File: config.mk
export PLATFORM = sky130hd
export DESIGN_NAME = i2c_master_byte_engine
export DESIGN_NICKNAME = d
export VERILOG_FILES = /design/src/rtl/core/i2c_mbe_pkg.sv /design/src/rtl/core/i2c_master_byte_engine.sv /design/src/rtl/core/i2c_mbe_front.sv /design/src/rtl/core/i2c_mbe_fifo.sv /design/src/rtl/core/i2c_mbe_back.sv
export VERILOG_INCLUDE_DIRS = /design/src /design/src/rtl/core
export SDC_FILE = /design/constraint.sdc
export NUM_CORES = 1
export LEC_CHECK = 0
export BUFFER_PORTS_ARGS = -buffer_cell sky130_fd_sc_hd__buf_2
export CAP_MARGIN = 20
export CELL_PAD_IN_SITES_DETAIL_PLACEMENT = 1
export CELL_PAD_IN_SITES_GLOBAL_PLACEMENT = 2
export CORE_MARGIN = 2
export CORE_UTILIZATION = 40
export CTS_BUF_LIST = sky130_fd_sc_hd__clkbuf_4 sky130_fd_sc_hd__clkbuf_8
export CTS_CLUSTER_DIAMETER = 50
export DETAILED_ROUTE_END_ITERATION = 10
export PLACE_DENSITY = 0.85
export SKIP_CTS_REPAIR_TIMING = 1
export SYNTH_ARGS = -nofsm -noshare
export SYNTH_HDL_FRONTEND = slang
export SYNTH_SLANG_ARGS = --single-unit
File: constraint.sdc
create_clock -name i_clk -period 4.1 [get_ports i_clk]
set_input_delay 1.23 -clock i_clk [delete_from_list [all_inputs] [get_ports i_clk]]
set_output_delay 1.23 -clock i_clk [all_outputs]
set_load 0.005 [all_outputs]
File: src/rtl/core/assert_macros.svh
// Assertion macros shared by the I2C master byte engine RTL.
// Define ASSERT_OFF to compile every assertion away.
`ifndef ASSERT_MACROS_SVH
`define ASSERT_MACROS_SVH
`ifndef ASSERT_OFF
// Property that must hold at every clock edge outside reset.
`define ASSERT_CLK(name, clk, rst_n, prop) \
    name: assert property (@(posedge clk) disable iff (!rst_n) prop) \
        else $error("assertion failed");
// Condition that must never be true outside reset.
`define ASSERT_NEVER(name, clk, rst_n, cond) \
    name: assert property (@(posedge clk) disable iff (!rst_n) !(cond)) \
        else $error("forbidden condition seen");
`else
`define ASSERT_CLK(name, clk, rst_n, prop)
`define ASSERT_NEVER(name, clk, rst_n, cond)
`endif
`endif

File: src/rtl/core/i2c_mbe_pkg.sv
// Types and constants of the I2C master byte engine.
// Used by the front end, the queue, the sequencer and the top level.
package i2c_mbe_pkg;

    // Input op codes.
    localparam logic [2:0] OP_START = 3'd0;
    localparam logic [2:0] OP_STOP  = 3'd1;
    localparam logic [2:0] OP_WRITE = 3'd2;
    localparam logic [2:0] OP_READ  = 3'd3;
    localparam logic [2:0] OP_TICK  = 3'd4;

    // Classes assigned by the front end.
    localparam logic [1:0] CLS_NOP  = 2'd0;
    localparam logic [1:0] CLS_CMD  = 2'd1;
    localparam logic [1:0] CLS_TICK = 2'd2;

    // Command codes carried through the queue.
    localparam logic [1:0] CMD_START = 2'd0;
    localparam logic [1:0] CMD_STOP  = 2'd1;
    localparam logic [1:0] CMD_WRITE = 2'd2;
    localparam logic [1:0] CMD_READ  = 2'd3;

    // Sequencer state codes.
    localparam logic [2:0] KIND_IDLE  = 3'd0;
    localparam logic [2:0] KIND_START = 3'd1;
    localparam logic [2:0] KIND_STOP  = 3'd2;
    localparam logic [2:0] KIND_WRITE = 3'd3;
    localparam logic [2:0] KIND_READ  = 3'd4;

    localparam logic [4:0] START_LAST_PHASE = 5'd1;
    localparam logic [4:0] STOP_LAST_PHASE  = 5'd2;
    localparam logic [4:0] BYTE_PHASES      = 5'd16;
    localparam logic [4:0] LAST_BYTE_PHASE  = 5'd17;

    typedef struct packed {
        logic [2:0] op;
        logic [7:0] data_byte;
        logic       send_ack;
        logic       sda_in;
    } t_in_item;

    typedef struct packed {
        logic       scl_level;
        logic       sda_level;
        logic       sda_drive;
        logic       busy_res;
        logic       done_res;
        logic [7:0] read_byte;
        logic       nack;
    } t_out_item;

    typedef struct packed {
        logic [1:0] cls;
        logic [1:0] cmd;
        logic [7:0] data_byte;
        logic       send_ack;
        logic       sda_in;
    } t_q_item;

endpackage

File: src/rtl/core/i2c_master_byte_engine.sv
// I2C master byte engine: takes start, stop, write-byte and read-byte commands
// and tick transfers, and returns one result per input transfer with the SCL/SDA
// pin levels, SDA drive enable, busy/done status, last read byte and last write
// acknowledge. One input transfer is taken per clock while the queue is not full;
// each result passes through the input queue and the output result register, and
// the sequencer retires one queued transfer per cycle while the output does not
// stall. Each bus phase lasts phase_ticks tick transfers (0 counts as 1); write
// phase_ticks only while idle. Depends on i2c_mbe_pkg, i2c_mbe_front,
// i2c_mbe_fifo, i2c_mbe_back and assert_macros.svh.
`include "assert_macros.svh"
module i2c_master_byte_engine #(
    parameter int QUEUE_DEPTH = 2
) (
    input  logic                   i_clk,
    input  logic                   i_rst_n,
    input  logic                   i_in_valid,
    output logic                   o_in_stall,
    input  i2c_mbe_pkg::t_in_item  i_in_item,
    output logic                   o_out_valid,
    input  logic                   i_out_stall,
    output i2c_mbe_pkg::t_out_item o_out_item,
    input  logic                   i_cfg_valid,
    output logic                   o_cfg_ready,
    input  logic [7:0]             i_cfg_data
);
    import i2c_mbe_pkg::*;

    logic       r_phase_ticks;
    logic [7:0] r_ticks;
    logic       w_full;
    logic       w_empty;
    logic       w_push;
    logic       w_pop;
    t_q_item    w_push_item;
    t_q_item    w_head_item;

    assign o_cfg_ready = 1'b1;

    always_ff @(posedge i_clk) begin
        if (!i_rst_n) begin
            r_ticks       <= 8'd1;
            r_phase_ticks <= 1'b0;
        end else begin
            if (i_cfg_valid) begin
                r_ticks <= i_cfg_data;
            end
            r_phase_ticks <= i_cfg_valid;
        end
    end

    i2c_mbe_front u_front (
        .i_in_valid (i_in_valid),
        .i_in_item  (i_in_item),
        .i_q_full   (w_full),
        .o_in_stall (o_in_stall),
        .o_push     (w_push),
        .o_q_item   (w_push_item)
    );

    i2c_mbe_fifo #(
        .DEPTH (QUEUE_DEPTH)
    ) u_fifo (
        .i_clk   (i_clk),
        .i_rst_n (i_rst_n),
        .i_push  (w_push),
        .i_item  (w_push_item),
        .i_pop   (w_pop),
        .o_full  (w_full),
        .o_empty (w_empty),
        .o_item  (w_head_item)
    );

    i2c_mbe_back u_back (
        .i_clk         (i_clk),
        .i_rst_n       (i_rst_n),
        .i_phase_ticks (r_ticks),
        .i_q_empty     (w_empty),
        .i_q_item      (w_head_item),
        .o_pop         (w_pop),
        .i_out_stall   (i_out_stall),
        .o_out_valid   (o_out_valid),
        .o_out_item    (o_out_item)
    );

    // User makes a configuration write only with the queue empty; not enforced.
    `ASSERT_CLK(a_cfg_idle, i_clk, i_rst_n, r_phase_ticks |-> $past(w_empty))

endmodule

File: src/rtl/core/i2c_mbe_front.sv
// Front end of the I2C master byte engine: accepts input transfers and
// classifies them into commands, ticks and ignored codes. Uses i2c_mbe_pkg.
module i2c_mbe_front (
    input  logic                  i_in_valid,
    input  i2c_mbe_pkg::t_in_item i_in_item,
    input  logic                  i_q_full,
    output logic                  o_in_stall,
    output logic                  o_push,
    output i2c_mbe_pkg::t_q_item  o_q_item
);
    import i2c_mbe_pkg::*;

    always_comb begin
        o_q_item.data_byte = i_in_item.data_byte;
        o_q_item.send_ack  = i_in_item.send_ack;
        o_q_item.sda_in    = i_in_item.sda_in;
        o_q_item.cmd       = i_in_item.op[1:0];
        case (i_in_item.op)
            OP_START, OP_STOP, OP_WRITE, OP_READ: o_q_item.cls = CLS_CMD;
            OP_TICK: o_q_item.cls = CLS_TICK;
            default: o_q_item.cls = CLS_NOP;
        endcase
    end

    assign o_in_stall = i_q_full;
    assign o_push     = i_in_valid & ~i_q_full;

endmodule

File: src/rtl/core/i2c_mbe_fifo.sv
// Short queue between the front end and the sequencer of the I2C engine.
// Uses i2c_mbe_pkg and assert_macros.svh.
`include "assert_macros.svh"
module i2c_mbe_fifo #(
    parameter int DEPTH = 2
) (
    input  logic                 i_clk,
    input  logic                 i_rst_n,
    input  logic                 i_push,
    input  i2c_mbe_pkg::t_q_item i_item,
    input  logic                 i_pop,
    output logic                 o_full,
    output logic                 o_empty,
    output i2c_mbe_pkg::t_q_item o_item
);
    import i2c_mbe_pkg::*;

    localparam int PW = (DEPTH > 1) ? $clog2(DEPTH) : 1;
    localparam int CW = $clog2(DEPTH + 1);

    t_q_item         r_slot [DEPTH];
    logic [PW-1:0]   r_wr_ptr;
    logic [PW-1:0]   r_rd_ptr;
    logic [CW-1:0]   r_count;
    logic [PW-1:0]   n_wr_ptr;
    logic [PW-1:0]   n_rd_ptr;
    logic [CW-1:0]   n_count;

    assign o_full  = (r_count == CW'(DEPTH));
    assign o_empty = (r_count == '0);
    assign o_item  = r_slot[r_rd_ptr];

    always_comb begin
        n_wr_ptr = r_wr_ptr;
        n_rd_ptr = r_rd_ptr;
        n_count  = r_count;
        if (i_push) begin
            n_wr_ptr = (r_wr_ptr == PW'(DEPTH - 1)) ? '0 : r_wr_ptr + 1'b1;
        end
        if (i_pop) begin
            n_rd_ptr = (r_rd_ptr == PW'(DEPTH - 1)) ? '0 : r_rd_ptr + 1'b1;
        end
        if (i_push && !i_pop) begin
            n_count = r_count + 1'b1;
        end else if (!i_push && i_pop) begin
            n_count = r_count - 1'b1;
        end
    end

    always_ff @(posedge i_clk) begin
        if (!i_rst_n) begin
            r_wr_ptr <= '0;
            r_rd_ptr <= '0;
            r_count  <= '0;
        end else begin
            r_wr_ptr <= n_wr_ptr;
            r_rd_ptr <= n_rd_ptr;
            r_count  <= n_count;
        end
    end

    always_ff @(posedge i_clk) begin
        if (i_push) begin
            r_slot[r_wr_ptr] <= i_item;
        end
    end

    `ASSERT_NEVER(a_push_full, i_clk, i_rst_n, i_push && o_full)
    `ASSERT_NEVER(a_pop_empty, i_clk, i_rst_n, i_pop && o_empty)
    `ASSERT_CLK(a_count_track, i_clk, i_rst_n, (i_push && !i_pop) |=> (r_count == $past(r_count) + 1'b1))

endmodule

File: src/rtl/core/i2c_mbe_back.sv
// I2C master byte engine sequencer, using i2c_mbe_pkg: unless the output stalls,
// runs one queued transfer per cycle through phase logic; holds the result register.
`include "assert_macros.svh"
module i2c_mbe_back (
    input  logic                   i_clk,
    input  logic                   i_rst_n,
    input  logic [7:0]             i_phase_ticks,
    input  logic                   i_q_empty,
    input  i2c_mbe_pkg::t_q_item   i_q_item,
    output logic                   o_pop,
    input  logic                   i_out_stall,
    output logic                   o_out_valid,
    output i2c_mbe_pkg::t_out_item o_out_item
);
    import i2c_mbe_pkg::*;

    logic [2:0] r_kind,  n_kind;
    logic [4:0] r_phase, n_phase;
    logic [7:0] r_tick,  n_tick;
    logic [7:0] r_shift, n_shift;
    logic       r_ackc,  n_ackc;
    logic       r_scl,   n_scl;
    logic       r_sda,   n_sda;
    logic       r_en,    n_en;
    logic       r_nack,  n_nack;
    logic [7:0] r_hold,  n_hold;
    logic       r_out_valid;
    t_out_item  r_out;

    logic       v_done;
    logic       v_enter;
    logic [4:0] v_ep;
    logic [7:0] v_limit;
    logic [7:0] v_tick;
    logic [4:0] v_last;

    assign o_pop = !i_q_empty && (!r_out_valid || !i_out_stall);

    always_comb begin
        case (r_kind)
            KIND_START: v_last = START_LAST_PHASE;
            KIND_STOP:  v_last = STOP_LAST_PHASE;
            default:    v_last = LAST_BYTE_PHASE;
        endcase
    end

    assign v_limit = (i_phase_ticks == '0) ? 8'd1 : i_phase_ticks;
    assign v_tick  = r_tick + 8'd1;

    always_comb begin
        n_kind  = r_kind;
        n_phase = r_phase;
        n_tick  = r_tick;
        n_shift = r_shift;
        n_ackc  = r_ackc;
        n_scl   = r_scl;
        n_sda   = r_sda;
        n_en    = r_en;
        n_nack  = r_nack;
        n_hold  = r_hold;
        v_done  = 1'b0;
        v_enter = 1'b0;
        v_ep    = '0;

        if (o_pop) begin
            if (i_q_item.cls == CLS_CMD && r_kind == KIND_IDLE) begin
                n_kind  = {1'b0, i_q_item.cmd} + 3'd1;
                n_phase = '0;
                n_tick  = '0;
                if (i_q_item.cmd == CMD_WRITE) begin
                    n_shift = i_q_item.data_byte;
                end
                if (i_q_item.cmd == CMD_READ) begin
                    n_shift = '0;
                    n_ackc  = i_q_item.send_ack;
                end
                v_enter = 1'b1;
            end else if (i_q_item.cls == CLS_TICK && r_kind != KIND_IDLE) begin
                if (v_tick >= v_limit) begin
                    n_tick = '0;
                    // Actions that close the current phase, including SDA samples.
                    case (r_kind)
                        KIND_START: begin
                            if (r_phase == 5'd1) n_scl = 1'b0;
                        end
                        KIND_WRITE: begin
                            if (r_phase < BYTE_PHASES) begin
                                if (r_phase[0]) n_scl = 1'b0;
                            end else if (r_phase == LAST_BYTE_PHASE) begin
                                n_nack = i_q_item.sda_in;
                                n_en   = 1'b1;
                                n_scl  = 1'b0;
                            end
                        end
                        KIND_READ: begin
                            if (r_phase < BYTE_PHASES) begin
                                if (!r_phase[0]) begin
                                    n_shift = {r_shift[6:0], i_q_item.sda_in};
                                    n_scl   = 1'b0;
                                end
                            end else if (r_phase == BYTE_PHASES) begin
                                n_scl = 1'b0;
                            end else begin
                                n_sda  = 1'b1;
                                n_hold = r_shift;
                            end
                        end
                        default: ;
                    endcase
                    if (r_phase >= v_last) begin
                        n_kind  = KIND_IDLE;
                        n_phase = '0;
                        v_done  = 1'b1;
                    end else begin
                        n_phase = r_phase + 5'd1;
                        v_enter = 1'b1;
                        v_ep    = r_phase + 5'd1;
                    end
                end else begin
                    n_tick = v_tick;
                end
            end
        end

        // Actions that open the phase being entered.
        if (v_enter) begin
            case (n_kind)
                KIND_START: begin
                    if (v_ep == 5'd1) n_sda = 1'b0;
                end
                KIND_STOP: begin
                    if (v_ep == 5'd0) n_sda = 1'b0;
                    else if (v_ep == 5'd1) n_scl = 1'b1;
                    else n_sda = 1'b1;
                end
                KIND_WRITE: begin
                    if (v_ep < BYTE_PHASES) begin
                        if (!v_ep[0]) n_sda = n_shift[3'd7 - v_ep[3:1]];
                        else n_scl = 1'b1;
                    end else if (v_ep == BYTE_PHASES) begin
                        n_en = 1'b0;
                    end else begin
                        n_scl = 1'b1;
                    end
                end
                KIND_READ: begin
                    if (v_ep < BYTE_PHASES) begin
                        if (!v_ep[0]) begin
                            if (v_ep == 5'd0) n_en = 1'b0;
                            n_scl = 1'b1;
                        end
                    end else if (v_ep == BYTE_PHASES) begin
                        n_en  = 1'b1;
                        n_sda = ~n_ackc;
                        n_scl = 1'b1;
                    end
                end
                default: ;
            endcase
        end
    end

    always_ff @(posedge i_clk) begin
        if (!i_rst_n) begin
            r_kind      <= KIND_IDLE;
            r_phase     <= '0;
            r_tick      <= '0;
            r_shift     <= '0;
            r_ackc      <= 1'b0;
            r_scl       <= 1'b1;
            r_sda       <= 1'b1;
            r_en        <= 1'b1;
            r_nack      <= 1'b0;
            r_hold      <= '0;
            r_out_valid <= 1'b0;
        end else begin
            r_kind  <= n_kind;
            r_phase <= n_phase;
            r_tick  <= n_tick;
            r_shift <= n_shift;
            r_ackc  <= n_ackc;
            r_scl   <= n_scl;
            r_sda   <= n_sda;
            r_en    <= n_en;
            r_nack  <= n_nack;
            r_hold  <= n_hold;
            if (o_pop) begin
                r_out_valid <= 1'b1;
            end else if (!i_out_stall) begin
                r_out_valid <= 1'b0;
            end
        end
    end

    always_ff @(posedge i_clk) begin
        if (o_pop) begin
            r_out.scl_level <= n_scl;
            r_out.sda_level <= n_sda;
            r_out.sda_drive <= n_en;
            r_out.busy_res  <= (n_kind != KIND_IDLE);
            r_out.done_res  <= v_done;
            r_out.read_byte <= n_hold;
            r_out.nack      <= n_nack;
        end
    end

    assign o_out_valid = r_out_valid;
    assign o_out_item  = r_out;

    `ASSERT_NEVER(a_done_busy, i_clk, i_rst_n, r_out_valid && r_out.done_res && r_out.busy_res)
    `ASSERT_CLK(a_phase_range, i_clk, i_rst_n, r_phase <= LAST_BYTE_PHASE)
    `ASSERT_CLK(a_idle_clear, i_clk, i_rst_n, (r_kind == KIND_IDLE) |-> (r_phase == '0 && r_tick == '0))
    `ASSERT_CLK(a_pop_loads, i_clk, i_rst_n, o_pop |=> r_out_valid)

endmodule
* Yosys cells after proc, flatten, opt, wreduce, memory -nomap -nowiden
Memory sizes are Yosys's and may differ from the RTL's. A register that Yosys moved wholly into a read port is not among the register bits.
Index checks and enable logic that the tools add are counted.
** Word-level totals
- Flip-flop bits (word level) :: 64
- Memory bits (writable) :: 28
- Bits of input ports :: 26
- Output and inout port bits :: 17
- Memories kept :: 1
** Operators by class
- $add $sub $neg :: 8
- $lt $le $gt $ge :: 5
- Equal/unequal tests :: 23
- Multiplexer cells :: 116
- Bitwise operators :: 5
- Reductions and logical operators :: 25
** Memory list
- u_fifo.r_slot :: words 2, bits a word 14, rd ports 1, clocked after memory_dff 1, wr ports 1, line i2c_mbe_fifo.sv:21 : t_q_item r_slot [DEPTH];
** Operators by type and width (count)
- $mux W8 :: 20
- $mux W1 :: 74
- $mux W5 :: 8
- $eq A3 B2 Y1 const B :: 6
- $eq A5 B5 Y1 const B :: 3
- $mux W3 :: 5
- $eq A5 B1 Y1 const B :: 2
- $lt A5 B5 Y1 const B :: 2
- $pmux W5 S2 :: 1
- $eq A3 B1 Y1 const B :: 3
- $eq A3 B3 Y1 const B :: 3
- $add A8 B1 Y8 const B :: 1
- $eq A2 B2 Y1 const B :: 4
- $ge A8 B8 Y1 :: 1
- $logic_not A8 Y1 :: 1
- $logic_not A3 Y1 :: 2
- $pmux W1 S3 :: 2
- $reduce_bool A2 Y1 :: 3
- $reduce_bool A3 Y1 :: 2
- $add A5 B1 Y5 const B :: 1
- $ge A5 B5 Y1 :: 1
- $logic_and A1 B1 Y1 :: 5
- $logic_not A1 Y1 :: 5
- $logic_not A5 Y1 :: 1
- other kinds (21) :: 26

* Logic depth before layout (Yosys ltp)
- Depth after elaboration :: 15
- Depth in mapped cells :: 14
- Depth with buffers taken out :: 13

* Modules after synthesis
Synthesis repeated with hierarchy kept, for this count alone.
** Unflattened totals
- Cells, all modules :: 499
- Area, all modules :: 5079.9 µm²
** By module, submodules not included
- i2c_mbe_back :: times used 1, cells an instance 391, area each 3424.5 µm², sequential area each 1181.1 µm²
- i2c_mbe_fifo :: times used 1, cells an instance 65, area each 1224.9 µm², sequential area each 940.9 µm²
- i2c_master_byte_engine :: times used 1, cells an instance 27, area each 310.3 µm², sequential area each 160.2 µm²
- i2c_mbe_front :: times used 1, cells an instance 16, area each 120.1 µm², sequential area each 0.0 µm²

* Worst setup path before layout
No wires, ideal clock.
- Path kind :: input -> register
- Start :: input port i_out_stall
- End :: register u_back.r_out (netlist bit u_back.o_out_item[12]) (data pin)
- Library setup time :: 0.265 ns
- Arrival time :: 3.094 ns
- Required time :: 3.835 ns
- Slack :: 0.741 ns
- Cell stages on the path :: 9
- Path through :: o2bb2ai_2 > inv_2 > nand4_1 > a211oi_2 > o2bb2ai_1 > nor2_1 > a2111oi_0 > a211o_1 > o21ai_0
** On the way
- Word-level cells in the longest chain between the ends :: 11
** RTL lines
- start, declared :: line i2c_master_byte_engine.sv:20 : input logic i_out_stall,
- $logic_not A1 Y1 * :: line i2c_mbe_back.sv:37 : assign o_pop = !i_q_empty && (!r_out_valid || !i_out_stall);
- $logic_or A1 B1 Y1 * :: line i2c_mbe_back.sv:37
- $logic_and A1 B1 Y1 * :: line i2c_mbe_back.sv:37
- net u_back.o_pop :: line i2c_mbe_back.sv:10 : output logic o_pop,
- $mux W5 :: line i2c_mbe_back.sv:65 : if (o_pop) begin
- $sub A3 B3 Y3 :: line i2c_mbe_back.sv:138 : if (!v_ep[0]) n_sda = n_shift[3'd7 - v_ep[3:1]];
- $bmux W1 S3 :: line i2c_mbe_back.sv:138
- $mux W1 (implied by the code) :: line i2c_mbe_back.sv:138
- $mux W1 :: line i2c_mbe_back.sv:138
- $mux W1 :: line i2c_mbe_back.sv:137 : if (v_ep < BYTE_PHASES) begin
- $pmux W1 S4 :: line i2c_mbe_back.sv:127 : case (n_kind)
- $mux W1 * :: line i2c_mbe_back.sv:126 : if (v_enter) begin
- net u_back.n_sda :: line i2c_mbe_back.sv:23 : logic r_sda, n_sda;
- end, declared :: line i2c_mbe_back.sv:28 : t_out_item r_out;
Mark *: on every way through the listed nets, which the timed path passes. The rest lies on a longest branch. The select of a mux whose other input is x is not followed.
A chain may end at the register's enable or synchronous reset.

* Worst setup path in the final report
- Start :: register u_back.r_kind[2]
- End :: register u_back.r_out (netlist bit u_back.o_out_item[12]) (data pin)
** On the way
- Word-level cells in the longest chain between the ends :: 15
** RTL lines
- start, declared :: line i2c_mbe_back.sv:17 : logic [2:0] r_kind, n_kind;
- start signal, assigned :: line i2c_mbe_back.sv:177 : r_kind <= n_kind;
- $eq A3 B2 Y1 / $eq A3 B1 Y1 (equally long branches) :: line i2c_mbe_back.sv:40 : case (r_kind)
- $pmux W5 S2 :: line i2c_mbe_back.sv:40
- $ge A5 B5 Y1 :: line i2c_mbe_back.sv:110 : if (r_phase >= v_last) begin
- $mux W5 :: line i2c_mbe_back.sv:110
- $mux W5 :: line i2c_mbe_back.sv:79 : if (v_tick >= v_limit) begin
- $mux W5 :: line i2c_mbe_back.sv:78 : end else if (i_q_item.cls == CLS_TICK && r_kind != KIND_IDLE) begin
- $mux W5 :: line i2c_mbe_back.sv:66 : if (i_q_item.cls == CLS_CMD && r_kind == KIND_IDLE) begin
- $mux W5 :: line i2c_mbe_back.sv:65
- $sub A3 B3 Y3 :: line i2c_mbe_back.sv:138
- $bmux W1 S3 :: line i2c_mbe_back.sv:138
- $mux W1 (implied by the code) :: line i2c_mbe_back.sv:138
- $mux W1 :: line i2c_mbe_back.sv:138
- $mux W1 :: line i2c_mbe_back.sv:137
- $pmux W1 S4 :: line i2c_mbe_back.sv:127
- $mux W1 * :: line i2c_mbe_back.sv:126
- net u_back.n_sda :: line i2c_mbe_back.sv:23
Marked as above.

==> flow_summary.ini <==
[sta]
rsz0062_at_grt = no
tightestPinTransition_ns = 0.624
min_period_ns = 3.81
timing.final.ws_setup_ns = 0.287
maxSlewViolCount = 0
finalCritPeriodShare_pct = 93.0
skew_ns = 0.0162
slew_headroom_pct = 58.4
setup_violations = 0
final.setup.tns_ns = 0
fmax_mhz = 262
final_hold_viol_count = 0

[yosys]
synth_fp_nets = 534
async_flop_share_pct = 0
netlist_instances = 490
synth_ff_type = dfxtp_1
synth_edf_count = 42
ys_types = 76
netlist_top_cells_area = edfxtp_1 (26%), dfxtp_1 (21%), ha_1 (4.6%), nor2_1 (4.2%), mux2i_1 (3.7%)
post-synth-top-area-fraction_pct = 25.9
synth_area_leader_cell = edfxtp_1
synth_area_um2 = 4860
synth-seq-cells = 93
yosysSeqAreaShare_pct = 46.9
yosysWarnings = 0
avgSynthCellArea_um2 = 9.93

[route]
vias = 3896
dr.first_iter.drc_count = 213
drt-total-wl_um = 12800
dr.pass1.iters = 5
wire_per_inst_um = 18.7
post_drt_via_cell_ratio = 5.70
postRouteAntennaNets = 0
remaining_drc_errors = 0

[finish]
fin_cells = 684
diodes = 0
fill_cells = 1352
layout-drive-gt1-share_pct = 18.2
seq_area_um2 = 2280
multiInputGateArea_um2 = 2420
syn2layout_area_growth_pct = 12.1
layout.nets = 576
finalCoreUtilization_pct = 45.6

[clocking]
cts_max_level = 3
path_clk_slew_ns = 0.09
insertion_delay_ns = 0.37
clk_path_buf_depth = 2
cts_tree = done
cts.sinks = 93
clockRootBuffer = clkbuf_8
cts_buffers = 9

[worst_setup_path]
worstSetupPathType = flip-flop to flip-flop
timing.rr.start = u_back.r_kind[2]
critPathMaxStageDelay_ns = 0.67
crit_chain = nor2_1 -> nand2_1 -> ha_1 -> nand2b_1 -> a2111o_1 -> a2111oi_4 -> a21boi_4 -> nand2_1 -> a311oi_1 -> a2111oi_1 -> a21oi_1 -> o21ai_0
reg2reg_to = u_back.o_out_item[12]
crit_slowest_cell = dfxtp_1
worstPathRequired_ns = 4.21
crit_top_cell = nand2_1
r2r_slack_ns = 0.29
path_max_fanout = 16
cp-end-kind = flip-flop
r2r_cells = 12
startpoint_type = flip-flop
worst-endpoint-arrival_ns = 3.92

[worst_hold_path]
whs_path_depth = 2
hold_end = r_ticks[5]
hold_path.class = flip-flop to flip-flop
hold_start = r_ticks[5]

[grt]
grt_pass1_wl_um = 20800
use_met1_pct = 28.8
antenna_found_initial = 0
met2_usage_pct = 32.7
first_global_vias = 3933
grt_max_degree = 26
track_usage_pct = 20.8
grt.busiest_layer = met2
met3_usage_pct = 3.28
grt.overflow.total = 0

[placed_design]
portBuffers = 41
dp_hpwl_um = 9610
dp_worst_setup_slack_ns = 0.341
place.gp.congestion = 0.958
place_inst = 664

[power_and_ir_drop]
power.total_mw = 2.80
power_per_cell_area_nw_per_um2 = 514
p_leak_nw = 2.07
ir_worst_vdd_uv = 337

[die]
coreArea_um2 = 12000
start_util_pct = 40.7
die_area_um2 = 13100
die_y_um = 114
core.rowCount = 40
die_w_um = 114
ios = 43

[run_status]
status = completed

[run]
drv_cap = 0
-- cells in the mapped netlist (2+ instances only) --
| cell | n |
|---|---|
| a211oi_1 | 12 |
| clkbuf_1 | 14 |
| nor2_1 | 55 |
| o31ai_1 | 2 |
| o22ai_1 | 3 |
| a22oi_1 | 3 |
| nor3b_1 | 2 |
| or3_1 | 4 |
| clkinv_1 | 2 |
| nand3_1 | 12 |
| o311a_1 | 2 |
| nand3b_1 | 10 |
| mux2_2 | 9 |
| xnor2_1 | 4 |
| o21a_1 | 2 |
| a21oi_1 | 30 |
| a2111oi_0 | 3 |
| o21ai_0 | 19 |
| a221oi_1 | 3 |
| nand2_1 | 29 |
| or2_1 | 2 |
| a2111o_1 | 2 |
| inv_1 | 18 |
| a21o_1 | 4 |
| and2_1 | 14 |
| o21ai_1 | 4 |
| edfxtp_1 | 42 |
| nand2b_1 | 3 |
| buf_2 | 7 |
| a31oi_1 | 4 |
| ha_1 | 18 |
| dfxtp_1 | 51 |
| nand4_1 | 5 |
| and3_1 | 5 |
| nor2b_1 | 2 |
| nor3_1 | 14 |
| xor2_1 | 10 |
| o211ai_1 | 9 |
| mux2i_1 | 18 |
| and3b_1 | 2 |
-- stage by stage --
| stage | instance area (um2) | hold slack [ns] |
|---|---|---|
| after floorplan | 4860 | 0.444 |
| after global placement | 5220 | 0.462 |
| after detailed placement | 5220 | 0.492 |
| after CTS | 5410 | 0.514 |
| after global routing | 5450 | 0.546 |
| final | 5450 | 0.503 |
-- cell families (layout without fill, tap and decap cells) --
kind of cell / after synthesis / in the layout / share of synthesized area, %
AND/OR/NAND/NOR: 172 / 172 / 18.2
XOR/XNOR: 14 / 14 / 2.52
multiplexers: 27 / 27 / 5.79
other: 1 / 1 / 0.0771
buffers and inverters: 43 / 90 / 3.58
AO/OA/AOI/OAI: 122 / 122 / 18.2
flip-flops: 93 / 93 / 46.9
adder cells (fa/ha/maj): 18 / 18 / 4.63
-- worst max path at each step --
stage	cells after the start	slack, ns	from	endpoint
after floorplan	9	0.74	i_out_stall	u_back.o_out_item[12]
after global placement	12	0.47	u_back.r_kind[2]	u_back.o_out_item[12]
after detailed placement	13	0.34	u_back.r_tick[0]	u_back.o_out_item[12]
after CTS	13	0.31	u_back.r_tick[0]	u_back.o_out_item[12]
after global routing	13	0.02	u_back.r_tick[0]	u_back.o_out_item[12]
final	12	0.29	u_back.r_kind[2]	u_back.o_out_item[12]
-- power breakdown --
group	internal, mW	switching [mW]
sequential	1.14	0.0963
combinational	0.338	0.611
clock	0.302	0.318
total	1.78	1.03
-- layer usage --
metal / wire length [um] / part of all wire (%)
met5: 0 / 0
met4: 315 / 2.5
met3: 563 / 4.4
met2: 5760 / 45
met1: 6160 / 48
-- layout make-up --
cell class | instances | area share (%)
Clock buffer | 12 | 2.68
Clock inverter | 4 | 0.895
Inverter | 21 | 1.45
Multi-Input combinational cell | 354 | 44.3
Sequential cell | 93 | 41.8
Tap cell | 147 | 3.37
Timing Repair Buffer | 53 | 5.41
-- flip-flops by register name, indices dropped and copies added, names as in the netlist, 2 cells and up, named ones only --
name and count:
u_fifo.r_slot 28, u_back.r_phase 5, u_back.r_hold 8, u_back.o_out_item 14
r_ticks 8, u_fifo.r_count 2, u_back.r_shift 8, u_back.r_tick 8
u_back.r_kind 3
-- worst max-delay path, delay by kind of cell (launching register included) --
family,cells,cell delay (ns)
adder cells (fa/ha/maj),1,0.22
AND/OR/NAND/NOR,4,0.50
flip-flops,1,0.67
AO/OA/AOI/OAI,7,2.16
-- cell usage in the layout (no fill, tap or decap), types with 5 or more instances in the layout --
master,netlist,final
and2_1,14,14
nand2_1,29,29
buf_2,7,41
nor3_1,14,14
dfxtp_1,51,51
ha_1,18,18
o211ai_1,9,9
nand3_1,12,12
a21oi_1,30,30
mux2i_1,18,18
nand3b_1,10,10
buf_4,1,12
edfxtp_1,42,42
clkbuf_8,0,9
o21ai_0,19,18
mux2_2,9,9
xor2_1,10,10
and3_1,5,5
nand4_1,5,5
nor2_1,55,55
a211oi_1,12,12
inv_1,18,18
(Power assumes the default switching activity.)
